--- config.mk ---
export PLATFORM = sky130hd
export DESIGN_NAME = a2b_post
export DESIGN_NICKNAME = d
export VERILOG_FILES = /design/src/rtl/core/a2b_pkg.sv /design/src/rtl/core/a2b_post.sv
export SDC_FILE = /design/constraint.sdc
export NUM_CORES = 1
export LEC_CHECK = 0
export ABC_AREA = 1
export BUFFER_PORTS_ARGS = -buffer_cell sky130_fd_sc_hd__buf_2
export CORE_MARGIN = 2
export CORE_UTILIZATION = 44
export DETAILED_ROUTE_END_ITERATION = 10
export PLACE_DENSITY = 0.85
export SLEW_MARGIN = 0
export SYNTH_ARGS = -nofsm -noshare
export SYNTH_HDL_FRONTEND = slang
export SYNTH_SLANG_ARGS = --single-unit
--- constraint.sdc ---
create_clock -name clock -period 1.5 [get_ports clock]
set_clock_uncertainty 0.1 [all_clocks]
set_input_delay 0.075 -clock clock [delete_from_list [all_inputs] [get_ports clock]]
set_output_delay 0.075 -clock clock [all_outputs]
set_load 0.1 [all_outputs]
--- src/rtl/core/a2b_pkg.sv ---
// a2b_pkg: shared types, constants and sine and cosine lookup tables for the binary angle core
// sine and cosine tables are built at elaboration from a fixed-point taylor series
// no dependencies
package a2b_pkg;

   localparam int ANGLE_BITS    = 9;
   localparam int CNT_BITS      = 6;
   localparam int LEVELS        = 6;
   localparam int TAB_DEPTH     = 64;
   localparam int SERIES_TERMS  = 12;
   localparam int OUT_DATA_BITS = ((ANGLE_BITS + 7) / 8) * 8;
   localparam int HALF_WORD     = 32;

   typedef logic [CNT_BITS-1:0]   cnt_type;
   typedef logic [ANGLE_BITS-1:0] angle_type;
   typedef logic [CNT_BITS:0]     mag_type;
   typedef logic [63:0]           q64_type;
   typedef q64_type               q64_tab_type [TAB_DEPTH];
   typedef q64_type               div_tab_type [SERIES_TERMS];

   localparam q64_type   STEP_Q64      = 64'h03243F6A8885A309;
   localparam angle_type ZERO_TURN     = 9'd0;
   localparam angle_type QUARTER_TURN  = 9'd128;
   localparam angle_type HALF_TURN     = 9'd256;
   localparam angle_type THREE_QUARTER = 9'd384;
   localparam mag_type   EQUAL_MAG     = 7'd64;

   localparam div_tab_type SIN_DIV = '{
      64'd6,   64'd20,  64'd42,  64'd72,  64'd110, 64'd156,
      64'd210, 64'd272, 64'd342, 64'd420, 64'd506, 64'd600
   };
   localparam div_tab_type COS_DIV = '{
      64'd12,  64'd30,  64'd56,  64'd90,  64'd132, 64'd182,
      64'd240, 64'd306, 64'd380, 64'd462, 64'd552, 64'd650
   };

   typedef struct packed {
      logic both_zero;
      logic swapped;
      logic ref_neg;
      logic quarter_neg;
      logic equal;
   } ctl_type;

   function automatic q64_type mul_hi(input q64_type a, input q64_type b);
      logic [127:0] p;
      p = {64'd0, a} * {64'd0, b};
      return p[127:64];
   endfunction

   function automatic q64_tab_type build_sin_tab();
      q64_tab_type tab;
      q64_type     a;
      q64_type     a2;
      q64_type     term;
      q64_type     sum;
      for (int k = 0; k < TAB_DEPTH; k++) begin
         a    = STEP_Q64 * 64'(k);
         a2   = mul_hi(a, a);
         term = a;
         sum  = a;
         for (int i = 0; i < SERIES_TERMS; i++) begin
            term = mul_hi(term, a2) / SIN_DIV[i];
            if (((i + 1) % 2) == 1) begin
               sum = sum - term;
            end else begin
               sum = sum + term;
            end
         end
         tab[k] = sum;
      end
      return tab;
   endfunction

   function automatic q64_tab_type build_cos_tab();
      q64_tab_type tab;
      q64_type     a;
      q64_type     a2;
      q64_type     term;
      q64_type     sum;
      for (int k = 0; k < TAB_DEPTH; k++) begin
         a    = STEP_Q64 * 64'(k);
         a2   = mul_hi(a, a);
         term = a2 >> 1;
         sum  = 64'd0 - term;
         for (int i = 0; i < SERIES_TERMS; i++) begin
            term = mul_hi(term, a2) / COS_DIV[i];
            if (((i + 2) % 2) == 1) begin
               sum = sum - term;
            end else begin
               sum = sum + term;
            end
         end
         tab[k] = sum;
      end
      return tab;
   endfunction

   localparam q64_tab_type SIN_TAB = build_sin_tab();
   localparam q64_tab_type COS_TAB = build_cos_tab();

endpackage

--- src/rtl/core/a2b_post.sv ---
// a2b_post: octant unfolding and the response output register
// depends on a2b_pkg
module a2b_post (
   input  logic                               clock,
   input  logic                               reset,
   input  logic                               en,
   input  logic                               in_valid,
   input  a2b_pkg::ctl_type                   in_ctl,
   input  a2b_pkg::cnt_type                   in_cnt,
   output logic                               rsp_tvalid,
   output logic [a2b_pkg::OUT_DATA_BITS-1:0]  rsp_tdata,
   output logic [0:0]                         rsp_tuser
);

   localparam int PAD_BITS = a2b_pkg::OUT_DATA_BITS - a2b_pkg::ANGLE_BITS;

   logic                rsp_tvalid_ff;
   a2b_pkg::angle_type  angle_ff;
   a2b_pkg::angle_type  angle_in;
   logic                zero_ff;
   a2b_pkg::mag_type    mag;
   a2b_pkg::angle_type  base;
   a2b_pkg::angle_type  sbase;

   always_comb begin
      mag   = in_ctl.equal ? a2b_pkg::EQUAL_MAG : {1'b0, in_cnt};
      base  = {{(a2b_pkg::ANGLE_BITS - a2b_pkg::CNT_BITS - 1){1'b0}}, mag};
      sbase = (in_ctl.ref_neg ^ in_ctl.quarter_neg) ? (a2b_pkg::ZERO_TURN - base) : base;
      if (in_ctl.both_zero) begin
         angle_in = a2b_pkg::ZERO_TURN;
      end else if (!in_ctl.swapped) begin
         angle_in = sbase + (in_ctl.ref_neg ? a2b_pkg::HALF_TURN : a2b_pkg::ZERO_TURN);
      end else begin
         angle_in = (in_ctl.quarter_neg ? a2b_pkg::THREE_QUARTER : a2b_pkg::QUARTER_TURN)
                    - sbase;
      end
   end

   always_ff @(posedge clock) begin
      if (reset) begin
         rsp_tvalid_ff <= 1'b0;
      end else if (en) begin
         rsp_tvalid_ff <= in_valid;
      end
   end

   always_ff @(posedge clock) begin
      if (en) begin
         angle_ff <= angle_in;
         zero_ff  <= in_ctl.both_zero;
      end
   end

   assign rsp_tvalid = rsp_tvalid_ff;
   assign rsp_tdata  = {{PAD_BITS{1'b0}}, angle_ff};
   assign rsp_tuser  = zero_ff;

endmodule

==> reports/summary.log <==
INFO  clocking       clock_sinks=11
INFO  floorplan      starting_density_of_the_core=47.2%
INFO  global_routing initial_antenna_violation_count=0
INFO  drt            via_count=866
INFO  power          max-vdd-ir-drop=0.498mV
INFO  global_routing grt.overflow.total=0
INFO  finish         antenna-diode-count=0
INFO  drt            drt_initial_violations=8
INFO  clocking       cts_made_buffers=3
INFO  setup_path     worst-endpoint-arrival=1.31ns
INFO  sta            setup_viol=0
INFO  setup_path     reg2reg_to=rsp_tvalid$_SDFFE_PP0P_
INFO  sta            drv_slew=0
INFO  sta            report.final.hold_viol_count=0
INFO  setup_path     critical_path_class=input port to register
INFO  finish         layout-area-overhead-vs-synth=27.0%
INFO  clocking       clock_tree.root_cell=sky130_fd_sc_hd__clkbuf_4
INFO  global_routing first_pass_grt_wire_length=2910um
INFO  power          power.density_cell_area=943nW/um^2
INFO  synthesis      post_synth_instance_area=936um^2
INFO  global_routing grt_start_max_net_pins=14
INFO  finish         layout.area.seq=320um^2
INFO  setup_path     ff2ff_path_depth=3
INFO  finish         leading_cell_type_in_the_layout_fill_and_taps_excluded=sky130_fd_sc_hd__buf_2
INFO  drt            final_routed_drc_violation_total=0
INFO  sta            fmax=722MHz
INFO  setup_path     cp_max_stage_delay=0.20ns
INFO  synthesis      synth.avg_cell_area=7.55um^2
INFO  finish         nNetsFinal=181
INFO  setup_path     critical_path.startpoint_type=input port
INFO  floorplan      floorplan_die_area=2510um^2
INFO  floorplan      die_width=50.1um
INFO  outcome        run_status=complete, no violations
INFO  synthesis      ys_types=28
INFO  setup_path     cp_top_family=simple AND/OR/NAND/NOR gates
INFO  synthesis      synth_warnings=0
INFO  worst_hold_path min_to=rsp_tuser$_DFFE_PP_
INFO  floorplan      placeableCoreArea=1980um^2
INFO  placement      place_inst=183
INFO  placement      dp.final_hpwl=1500um
INFO  setup_path     r2r-start=rsp_tvalid$_SDFFE_PP0P_
INFO  placement      io_buffer_count=25
INFO  clocking       insertion_delay=0.26ns
INFO  synthesis      synth.ff_latch_count=11
INFO  finish         layoutNonFillerInstCount=190
INFO  finish         n_fill_cell=190
INFO  worst_hold_path hold_path.startpoint=en
INFO  setup_path     timing.critical_path.to_type=register
INFO  setup_path     worstPathCellList=buf_2 > inv_4 > nand2_1 > ha_2 > inv_1 > nand2_1 > nand2_1 > nand2_1 > inv_2 > nand2_1 > nor2_1 > nand2_2 > a21oi_2 > nor2_1
INFO  drt            final_antenna_net_count=0
INFO  floorplan      die-height=50.1um
INFO  placement      gp_congestion=0.768
INFO  setup_path     ff2ff_setup_slack=0.26ns
INFO  sta            grt_setup_unrepaired=false
INFO  worst_hold_path worstHoldPathCells=1
INFO  floorplan      top_level_ports=33
INFO  global_routing grt_util_all_layers=15.3%
INFO  sta            period_needed=1.39ns
INFO  clocking       cts-root-to-sink-buffers=2
INFO  finish         drive_above_1_share=41.7%
INFO  setup_path     cpMaxStageDelayCell=sky130_fd_sc_hd__ha_2
INFO  setup_path     critPathRequiredTime=1.42ns
INFO  floorplan      placementRows=16
INFO  finish         area_of_the_multi_input_gates=504um^2
INFO  drt            wl_per_cell=9.29um
INFO  drt            totalWireLength=1770um
INFO  setup_path     crit_path_frequent_cell=sky130_fd_sc_hd__nand2_1
INFO  clocking       cts_tree=built
INFO  sta            setup_slack=0.115ns
INFO  clocking       post-cts-setup-buffers=0
INFO  flow_run       max_cap_violations=0
INFO  drt            post_drt_via_cell_ratio=4.56
INFO  sta            period_share=92.3%
INFO  sta            final.hold.worst_slack=0.0794ns
INFO  power          leakage=0.000604uW
INFO  synthesis      post_synth_inst_count=124
INFO  sta            finalSetupTns=0ns
INFO  worst_hold_path min-delay-path-class=input port to register
INFO  global_routing grt_pass1_vias=774
INFO  placement      preCtsSetupSlack=-0.175ns
INFO  clocking       clkTransAtPathRegs=0.06ns
INFO  drt            drtPass1Iterations=4
INFO  finish         final_cell_mix=sky130_fd_sc_hd__buf_2 (25), sky130_fd_sc_hd__nand2_1 (24), sky130_fd_sc_hd__inv_1 (13)
INFO  setup_path     cp_num_buf_inv=4
INFO  synthesis      synth-seq-area-share=34.2%
INFO  clocking       cts_max_level=1
INFO  setup_path     crit_fanout=4
==> synthesized netlist by cell type <==
library cell                n  area (um^2)
sky130_fd_sc_hd__nand3b_1   2         15.0
sky130_fd_sc_hd__nor3b_1    1         7.51
sky130_fd_sc_hd__nand3_1    7         35.0
sky130_fd_sc_hd__nand2_4    1         11.3
sky130_fd_sc_hd__buf_4      7         52.6
sky130_fd_sc_hd__buf_6      1         11.3
sky130_fd_sc_hd__nand2_2   12         75.1
sky130_fd_sc_hd__nor3_1     2         10.0
sky130_fd_sc_hd__nor3_2     1         10.0
sky130_fd_sc_hd__o21ai_1    1         5.00
sky130_fd_sc_hd__inv_1     13         48.8
sky130_fd_sc_hd__dfxtp_1    1         20.0
sky130_fd_sc_hd__o21ai_2    1         8.76
sky130_fd_sc_hd__nand3_4    1         17.5
sky130_fd_sc_hd__nor2_1     9         33.8
sky130_fd_sc_hd__nand3_2    3         30.0
sky130_fd_sc_hd__edfxtp_1  10          300
sky130_fd_sc_hd__nand2_1   24         90.1
sky130_fd_sc_hd__mux2i_1    1         10.0
sky130_fd_sc_hd__a21oi_1    8         40.0
sky130_fd_sc_hd__buf_2      1         5.00
sky130_fd_sc_hd__nor2_2     2         12.5
sky130_fd_sc_hd__conb_1     1         3.75
sky130_fd_sc_hd__o21ai_0    4         20.0
sky130_fd_sc_hd__nand4_1    1         6.26
sky130_fd_sc_hd__ha_1       2         25.0
sky130_fd_sc_hd__a21oi_2    1         8.76
sky130_fd_sc_hd__inv_2      6         22.5
==> registers in the layout, indices dropped and copies added, names as in the netlist <==
signal	flops
angle_ff	9
rsp_tuser	1
rsp_tvalid	1
==> per-stage QoR <==
stage / util, % / area [um^2] / total power, uW
2_1_floorplan: - / 963 / 839
3_3_place_gp: 56.9 / 1130 / 915
3_5_place_dp: 56.9 / 1130 / 926
4_1_cts: 59.8 / 1180 / 1130
5_1_grt: 60.0 / 1190 / 1180
6_report: 60.0 / 1190 / 1120
==> cell type report <==
| class | count | area share (%) |
|---|---|---|
| clock buffers | 4 | 2.21 |
| multi-input cells | 91 | 42.4 |
| well taps | 27 | 2.84 |
| flip-flops and latches | 11 | 26.9 |
| repair buffers | 38 | 19.4 |
| inverters | 19 | 6.21 |
==> layer usage <==
metal  up-vias  track usage, %  part of all wire [%]
met3         5            1.82                   5.6
met5         -               0                     0
met4         0            9.72                   2.2
li1        462               -                     -
met1       370            15.0                    40
met2        29            29.4                    52
==> worst max-delay path by stage <==
stage,start,end,cells past startpoint
2_1_floorplan,in_ctl[0],angle_ff[6]$_SDFFCE_PP0P_,13
3_3_place_gp,in_ctl[0],angle_ff[6]$_SDFFCE_PP0P_,14
3_5_place_dp,in_ctl[0],angle_ff[6]$_SDFFCE_PP0P_,14
4_1_cts,in_ctl[0],angle_ff[6]$_SDFFCE_PP0P_,14
5_1_grt,in_ctl[0],angle_ff[6]$_SDFFCE_PP0P_,14
6_report,in_ctl[0],angle_ff[6]$_SDFFCE_PP0P_,14
==> logic make-up (layout without fill, tap and decap cells) <==
| logic type | count (synthesis) | count (layout) | share of synthesized area [%] |
|---|---|---|---|
| fa+ha+maj | 2 | 2 | 2.67 |
| flops | 11 | 11 | 34.2 |
| simple gates | 66 | 66 | 37.8 |
| buf+inv | 28 | 61 | 15.0 |
| other cells | 1 | 7 | 0.401 |
| compound gates | 15 | 15 | 8.82 |
| mux | 1 | 1 | 1.07 |
==> what timing repair did <==
action,in CTS,in global routing
resized for setup,0,1
setup endpoints to repair,0,1
hold endpoints to repair,2,0
hold buffers,3,0
==> where the power goes <==
| part | internal [uW] | switching (uW) | total [uW] |
|---|---|---|---|
| combinational | 124 | 433 | 557 |
| sequential | 367 | 4.88 | 372 |
| clock | 103 | 89.6 | 192 |
==> worst reg2reg max path: stages, from the launching register on <==
cell and delay, ns:
sky130_fd_sc_hd__dfxtp_1 0.31, sky130_fd_sc_hd__mux2i_1 0.13, sky130_fd_sc_hd__nor2_1 0.05, sky130_fd_sc_hd__dlygate4sd3_1 0.55
No activity file was read; power rests on OpenSTA's default activity.
