## src/rtl/core/a2b_pkg.sv

```systemverilog
// a2b_pkg: shared types, constants and sine and cosine lookup tables for the binary angle core
// sine and cosine tables are built at elaboration from a fixed-point taylor series
// no dependencies
package a2b_pkg;

   localparam int ANGLE_BITS    = 9;
   localparam int CNT_BITS      = 6;
   localparam int LEVELS        = 6;
   localparam int TAB_DEPTH     = 64;
   localparam int SERIES_TERMS  = 12;
   localparam int OUT_DATA_BITS = ((ANGLE_BITS + 7) / 8) * 8;
   localparam int HALF_WORD     = 32;

   typedef logic [CNT_BITS-1:0]   cnt_type;
   typedef logic [ANGLE_BITS-1:0] angle_type;
   typedef logic [CNT_BITS:0]     mag_type;
   typedef logic [63:0]           q64_type;
   typedef q64_type               q64_tab_type [TAB_DEPTH];
   typedef q64_type               div_tab_type [SERIES_TERMS];

   localparam q64_type   STEP_Q64      = 64'h03243F6A8885A309;
   localparam angle_type ZERO_TURN     = 9'd0;
   localparam angle_type QUARTER_TURN  = 9'd128;
   localparam angle_type HALF_TURN     = 9'd256;
   localparam angle_type THREE_QUARTER = 9'd384;
   localparam mag_type   EQUAL_MAG     = 7'd64;

   localparam div_tab_type SIN_DIV = '{
      64'd6,   64'd20,  64'd42,  64'd72,  64'd110, 64'd156,
      64'd210, 64'd272, 64'd342, 64'd420, 64'd506, 64'd600
   };
   localparam div_tab_type COS_DIV = '{
      64'd12,  64'd30,  64'd56,  64'd90,  64'd132, 64'd182,
      64'd240, 64'd306, 64'd380, 64'd462, 64'd552, 64'd650
   };

   typedef struct packed {
      logic both_zero;
      logic swapped;
      logic ref_neg;
      logic quarter_neg;
      logic equal;
   } ctl_type;

   function automatic q64_type mul_hi(input q64_type a, input q64_type b);
      logic [127:0] p;
      p = {64'd0, a} * {64'd0, b};
      return p[127:64];
   endfunction

   function automatic q64_tab_type build_sin_tab();
      q64_tab_type tab;
      q64_type     a;
      q64_type     a2;
      q64_type     term;
      q64_type     sum;
      for (int k = 0; k < TAB_DEPTH; k++) begin
         a    = STEP_Q64 * 64'(k);
         a2   = mul_hi(a, a);
         term = a;
         sum  = a;
         for (int i = 0; i < SERIES_TERMS; i++) begin
            term = mul_hi(term, a2) / SIN_DIV[i];
            if (((i + 1) % 2) == 1) begin
               sum = sum - term;
            end else begin
               sum = sum + term;
            end
         end
         tab[k] = sum;
      end
      return tab;
   endfunction

   function automatic q64_tab_type build_cos_tab();
      q64_tab_type tab;
      q64_type     a;
      q64_type     a2;
      q64_type     term;
      q64_type     sum;
      for (int k = 0; k < TAB_DEPTH; k++) begin
         a    = STEP_Q64 * 64'(k);
         a2   = mul_hi(a, a);
         term = a2 >> 1;
         sum  = 64'd0 - term;
         for (int i = 0; i < SERIES_TERMS; i++) begin
            term = mul_hi(term, a2) / COS_DIV[i];
            if (((i + 2) % 2) == 1) begin
               sum = sum - term;
            end else begin
               sum = sum + term;
            end
         end
         tab[k] = sum;
      end
      return tab;
   endfunction

   localparam q64_tab_type SIN_TAB = build_sin_tab();
   localparam q64_tab_type COS_TAB = build_cos_tab();

endpackage

```

## src/rtl/core/a2b_prep.sv

```systemverilog
// a2b_prep: first pipeline stage, magnitudes, octant folding and special cases
// depends on a2b_pkg
module a2b_prep #(
   parameter int COORD_BITS = 16
) (
   input  logic                   clock,
   input  logic                   reset,
   input  logic                   en,
   input  logic                   in_valid,
   input  logic [COORD_BITS-1:0]  ref_coord,
   input  logic [COORD_BITS-1:0]  quarter_coord,
   output logic                   out_valid,
   output a2b_pkg::ctl_type       out_ctl,
   output logic [COORD_BITS-1:0]  out_n,
   output logic [COORD_BITS-1:0]  out_d
);

   logic                  valid_ff;
   a2b_pkg::ctl_type      ctl_ff;
   a2b_pkg::ctl_type      ctl_in;
   logic [COORD_BITS-1:0] n_ff;
   logic [COORD_BITS-1:0] n_in;
   logic [COORD_BITS-1:0] d_ff;
   logic [COORD_BITS-1:0] d_in;
   logic [COORD_BITS-1:0] ref_mag;
   logic [COORD_BITS-1:0] quarter_mag;

   always_comb begin
      ref_mag     = ref_coord[COORD_BITS-1] ? (~ref_coord + 1'b1) : ref_coord;
      quarter_mag = quarter_coord[COORD_BITS-1] ? (~quarter_coord + 1'b1) : quarter_coord;
      ctl_in.ref_neg     = ref_coord[COORD_BITS-1];
      ctl_in.quarter_neg = quarter_coord[COORD_BITS-1];
      ctl_in.both_zero   = (ref_coord == '0) && (quarter_coord == '0);
      ctl_in.swapped     = ref_mag < quarter_mag;
      ctl_in.equal       = ref_mag == quarter_mag;
      n_in = ctl_in.swapped ? ref_mag : quarter_mag;
      d_in = ctl_in.swapped ? quarter_mag : ref_mag;
   end

   always_ff @(posedge clock) begin
      if (reset) begin
         valid_ff <= 1'b0;
      end else if (en) begin
         valid_ff <= in_valid;
      end
   end

   always_ff @(posedge clock) begin
      if (en) begin
         ctl_ff <= ctl_in;
         n_ff   <= n_in;
         d_ff   <= d_in;
      end
   end

   assign out_valid = valid_ff;
   assign out_ctl   = ctl_ff;
   assign out_n     = n_ff;
   assign out_d     = d_ff;

endmodule

```

## config.mk

```make
export PLATFORM = sky130hd
export DESIGN_NAME = a2b_prep
export DESIGN_NICKNAME = d
export VERILOG_FILES = /design/src/rtl/core/a2b_pkg.sv /design/src/rtl/core/a2b_prep.sv
export SDC_FILE = /design/constraint.sdc
export NUM_CORES = 1
export LEC_CHECK = 0
export BUFFER_PORTS_ARGS = -buffer_cell sky130_fd_sc_hd__buf_2
export CORE_MARGIN = 1.5
export CORE_UTILIZATION = 52
export CTS_CLUSTER_DIAMETER = 80
export DETAILED_ROUTE_END_ITERATION = 16
export PLACE_DENSITY = 0.8
export SLEW_MARGIN = 20
export SYNTH_ARGS = -nofsm -noshare
export SYNTH_HDL_FRONTEND = slang
export SYNTH_SLANG_ARGS = --single-unit
```

## constraint.sdc

```tcl
create_clock -name clock -period 4.78 [get_ports clock]
set_clock_uncertainty 0.2 [all_clocks]
set_input_delay 0.956 -clock clock [delete_from_list [all_inputs] [get_ports clock]]
set_output_delay 0.956 -clock clock [all_outputs]
set_load 0.01 [all_outputs]
```

==> impl_metrics.prom <==
# TYPE chip_impl_metric gauge
chip_impl_info{name="run_status",value="finished clean"} 1
chip_impl_metric{name="synth.yosys.seq_area_share",unit=""} 0.439
chip_impl_info{name="grt_setup_unrepaired",value="false"} 1
chip_impl_info{name="hold_class",value="reg2reg"} 1
chip_impl_metric{name="max-vdd-ir-drop",unit="mV"} 0.161
chip_impl_metric{name="worst_pin_slew",unit="ps"} 870
chip_impl_metric{name="mappedNetlistNets",unit=""} 275
chip_impl_metric{name="syn-cell-area",unit="sq um"} 2570
chip_impl_metric{name="final_nets",unit=""} 351
chip_impl_metric{name="timing.final.hold_violations",unit=""} 0
chip_impl_metric{name="final_antenna_net_count",unit=""} 0
chip_impl_metric{name="gp_congestion",unit=""} 0.885
chip_impl_metric{name="cts_sinks",unit=""} 38
chip_impl_metric{name="die_width",unit="um"} 73.4
chip_impl_info{name="post_synth_most_frequent_cells",value="edfxtp_1 (37), mux2i_1 (35), xor2_1 (24)"} 1
chip_impl_metric{name="postCtsSetupRepairBufs",unit=""} 0
chip_impl_metric{name="htreeDepth",unit=""} 2
chip_impl_info{name="cpMaxStageDelayCell",value="or4_2"} 1
chip_impl_metric{name="yosys_warnings",unit=""} 0
chip_impl_metric{name="grt_overflow_total",unit=""} 0
chip_impl_metric{name="ff2ff_path_depth",unit=""} 2
chip_impl_metric{name="clock_path_buffers",unit=""} 2
chip_impl_metric{name="grt_use_total",unit=""} 0.212
chip_impl_info{name="cts_tree",value="yes"} 1
chip_impl_metric{name="hpwlAfterDp",unit="um"} 4200
chip_impl_info{name="hp-start",value="out_valid$_SDFFE_PP0P_"} 1
chip_impl_metric{name="std_cell_rows",unit=""} 25
chip_impl_metric{name="timing.final.crit_share",unit=""} 0.905
chip_impl_metric{name="floorplan.initialDensity",unit=""} 0.541
chip_impl_metric{name="p_leak",unit="uW"} 0.00138
chip_impl_metric{name="fin_total_pwr",unit="uW"} 969
chip_impl_info{name="cp_cell_sequence",value="buf_2 -> nor4_1 -> nand4b_1 -> o31ai_1 -> xor2_1 -> ha_1 -> nand4_1 -> a21oi_1 -> or4_2 -> buf_4 -> mux2i_1"} 1
chip_impl_metric{name="buffer_ports.inserted",unit=""} 73
chip_impl_metric{name="clkTransAtPathRegs",unit="ps"} 70
chip_impl_metric{name="route.detailed.wl_per_inst",unit="um"} 14.9
chip_impl_metric{name="drv_cap",unit=""} 0
chip_impl_metric{name="ports",unit=""} 74
chip_impl_metric{name="synth-edff-count",unit=""} 37
chip_impl_metric{name="drive_above_1_share",unit=""} 0.295
chip_impl_metric{name="avgSynthCellArea",unit="sq um"} 11.6
chip_impl_metric{name="cts.repair.resized",unit=""} 0
chip_impl_metric{name="drt_first_iter_violations",unit=""} 50
chip_impl_metric{name="wp_data_arrival",unit="ps"} 4150
chip_impl_metric{name="timing.final.setup_violations",unit=""} 0
chip_impl_info{name="timing.hold.worst_endpoint",value="out_valid$_SDFFE_PP0P_"} 1
chip_impl_metric{name="critical_path.max_fanout",unit=""} 20
chip_impl_metric{name="holdPathStages",unit=""} 2
chip_impl_info{name="cts-root-buf",value="clkbuf_8"} 1
chip_impl_metric{name="synth_largest_type_area_fraction",unit=""} 0.432
chip_impl_metric{name="floorplan.die_area",unit="sq um"} 5380
chip_impl_metric{name="post_drt_via_cell_ratio",unit=""} 5.43
chip_impl_metric{name="synth_cell_type_count",unit=""} 35
chip_impl_metric{name="dr_total_vias",unit=""} 1982
chip_impl_metric{name="diodes",unit=""} 0
chip_impl_metric{name="drt_wl_total",unit="um"} 5450
chip_impl_metric{name="final-max-slew-violation-count",unit=""} 0
chip_impl_metric{name="critPathMaxStageDelay",unit="ps"} 680
chip_impl_metric{name="fmax",unit="GHz"} 0.231
chip_impl_info{name="worst-setup-path-type",value="in2reg"} 1
chip_impl_info{name="netlist.top_cell.by_area",value="edfxtp_1"} 1
chip_impl_metric{name="detailedRoute.firstPassIterationCount",unit=""} 4
chip_impl_metric{name="hold_buffers",unit=""} 0
chip_impl_metric{name="grt_first_pass_wirelength",unit="um"} 8700
chip_impl_metric{name="tritoncts.num_buffers",unit=""} 5
chip_impl_metric{name="worst_ep_required_time",unit="ps"} 4610
chip_impl_metric{name="totalNegativeSetupSlack",unit="ps"} 0
chip_impl_metric{name="synth-seq-cells",unit=""} 38
chip_impl_metric{name="cellPowerDensity",unit="nW/um^2"} 319
chip_impl_info{name="yosys-top-cells-area",value="edfxtp_1 (43%), mux2i_1 (14%), ha_1 (8.8%), xor2_1 (8.2%), inv_1 (2.8%)"} 1
chip_impl_info{name="worst_setup_path_end_kind",value="flop"} 1
chip_impl_info{name="worstSetupStartpointType",value="input pin"} 1
chip_impl_metric{name="post_synth_inst_count",unit=""} 221
chip_impl_metric{name="number_of_placed_cells_counting_well_taps",unit=""} 357
chip_impl_info{name="crit-reg2reg-capture",value="out_valid$_SDFFE_PP0P_"} 1
chip_impl_metric{name="detail_route.drc_violations",unit=""} 0
chip_impl_metric{name="core",unit="sq um"} 4750
chip_impl_metric{name="layout_min_cycle_time",unit="ps"} 4330
chip_impl_info{name="start_of_the_worst_register_to_register_path",value="out_valid$_SDFFE_PP0P_"} 1
chip_impl_metric{name="grt_pass1_vias",unit=""} 1906
chip_impl_metric{name="max-slew-margin-rel",unit=""} 0.420
chip_impl_metric{name="r2r_setup_slack",unit="ps"} 3990
chip_impl_metric{name="layout_area_overhead",unit="%"} 18.1
chip_impl_metric{name="async_flop_share",unit=""} 0
chip_impl_metric{name="finalNonFillerCells",unit=""} 365
chip_impl_info{name="most_repeated_cell_in_the_gate_level_netlist_after_synthesis",value="edfxtp_1"} 1
chip_impl_metric{name="grt_antenna_before_repair",unit=""} 0
chip_impl_info{name="synth-main-ff-cell",value="edfxtp_1"} 1
chip_impl_metric{name="die-height",unit="um"} 73.4
chip_impl_metric{name="grt_max_degree",unit=""} 39
chip_impl_metric{name="insertion_delay",unit="ps"} 290
how the worst max path moves through the flow:
stage	to	start
2_1_floorplan	out_n[2]$_DFFE_PP_	ref_coord[5]
3_3_place_gp	out_d[5]$_DFFE_PP_	ref_coord[5]
3_5_place_dp	out_d[5]$_DFFE_PP_	quarter_coord[8]
4_1_cts	out_d[5]$_DFFE_PP_	quarter_coord[8]
5_1_grt	out_d[5]$_DFFE_PP_	quarter_coord[8]
6_report	out_n[3]$_DFFE_PP_	quarter_coord[8]
area by class of cell:
class / instances / area, sq um
fill: 419 / 1710
clock buffer: 5 / 68.8
timing repair buffer: 75 / 380
inverter: 20 / 75.1
multi-input combinational: 157 / 1290
tap: 67 / 83.8
clock inverter: 3 / 11.3
sequential: 38 / 1130
logic make-up (layout without fill, tap and decap cells):
group,Yosys count,count (layout),share of synthesized area
XOR/XNOR,26,26,0.0885
adder cells (fa/ha/maj),18,18,0.0875
flip-flops,38,38,0.439
multiplexers,35,35,0.136
AND/OR/NAND/NOR,49,49,0.107
AO/OA/AOI/OAI,29,29,0.0812
buffers and inverters,26,103,0.0598
layer usage:
metal,GRT usage,share of wire,vias up
li1,-,-,970
met1,0.272,0.45,946
met2,0.353,0.49,56
met3,0.0466,0.044,10
met4,0.0761,0.016,0
met5,0,0,-
cell usage in the layout, fill, tap and decap left out, drive strengths merged:
cell     count
a2111oi      1
a211oi       1
a21o         2
a21oi        6
and3         1
buf         75
clkbuf       5
clkinv       3
dfxtp        1
edfxtp      37
ha          18
inv         20
mux2i       35
nand2       15
nand2b       1
nand3        4
nand3b       3
nand4        5
nand4b       1
nor2         5
nor2b        3
nor3         3
nor4         6
o211ai       1
o21ai        8
o31ai        7
o41ai        3
or4          2
xnor2        2
xor2        24
critical path, delay by kind of cell:
family                     cells  cell delay [ps]
muxes                          1              170
AOI/OAI and AO/OA              2              430
buffers and inverters          2              380
and+or+nand+nor                4             1610
adders and majority gates      1              300
xor gates and xnor gates       1              310
registers in the layout (all words and copies together), names as in the netlist:
register / flops
out_d: 16
out_n: 16
out_ctl: 5
out_valid: 1
report_power, final:
group / internal (uW) / switching [uW]
logic: 138 / 182
registers: 432 / 11.0
clock network: 97.3 / 109
metrics by stage:
| step | cell area (sq um) | utilization | hold WS, ps | setup WS [ps] |
|---|---|---|---|---|
| 3_5_place_dp | 2960 | 0.623 | 290 | 192 |
| 4_1_cts | 3040 | 0.639 | 307 | 484 |
| 5_1_grt | 3040 | 0.639 | 324 | 247 |
| 3_3_place_gp | 2960 | 0.623 | 269 | 295 |
| 2_1_floorplan | 2570 | - | 328 | 799 |
| 6_report | 3040 | 0.639 | 300 | 455 |
(Power assumes the default switching activity.)
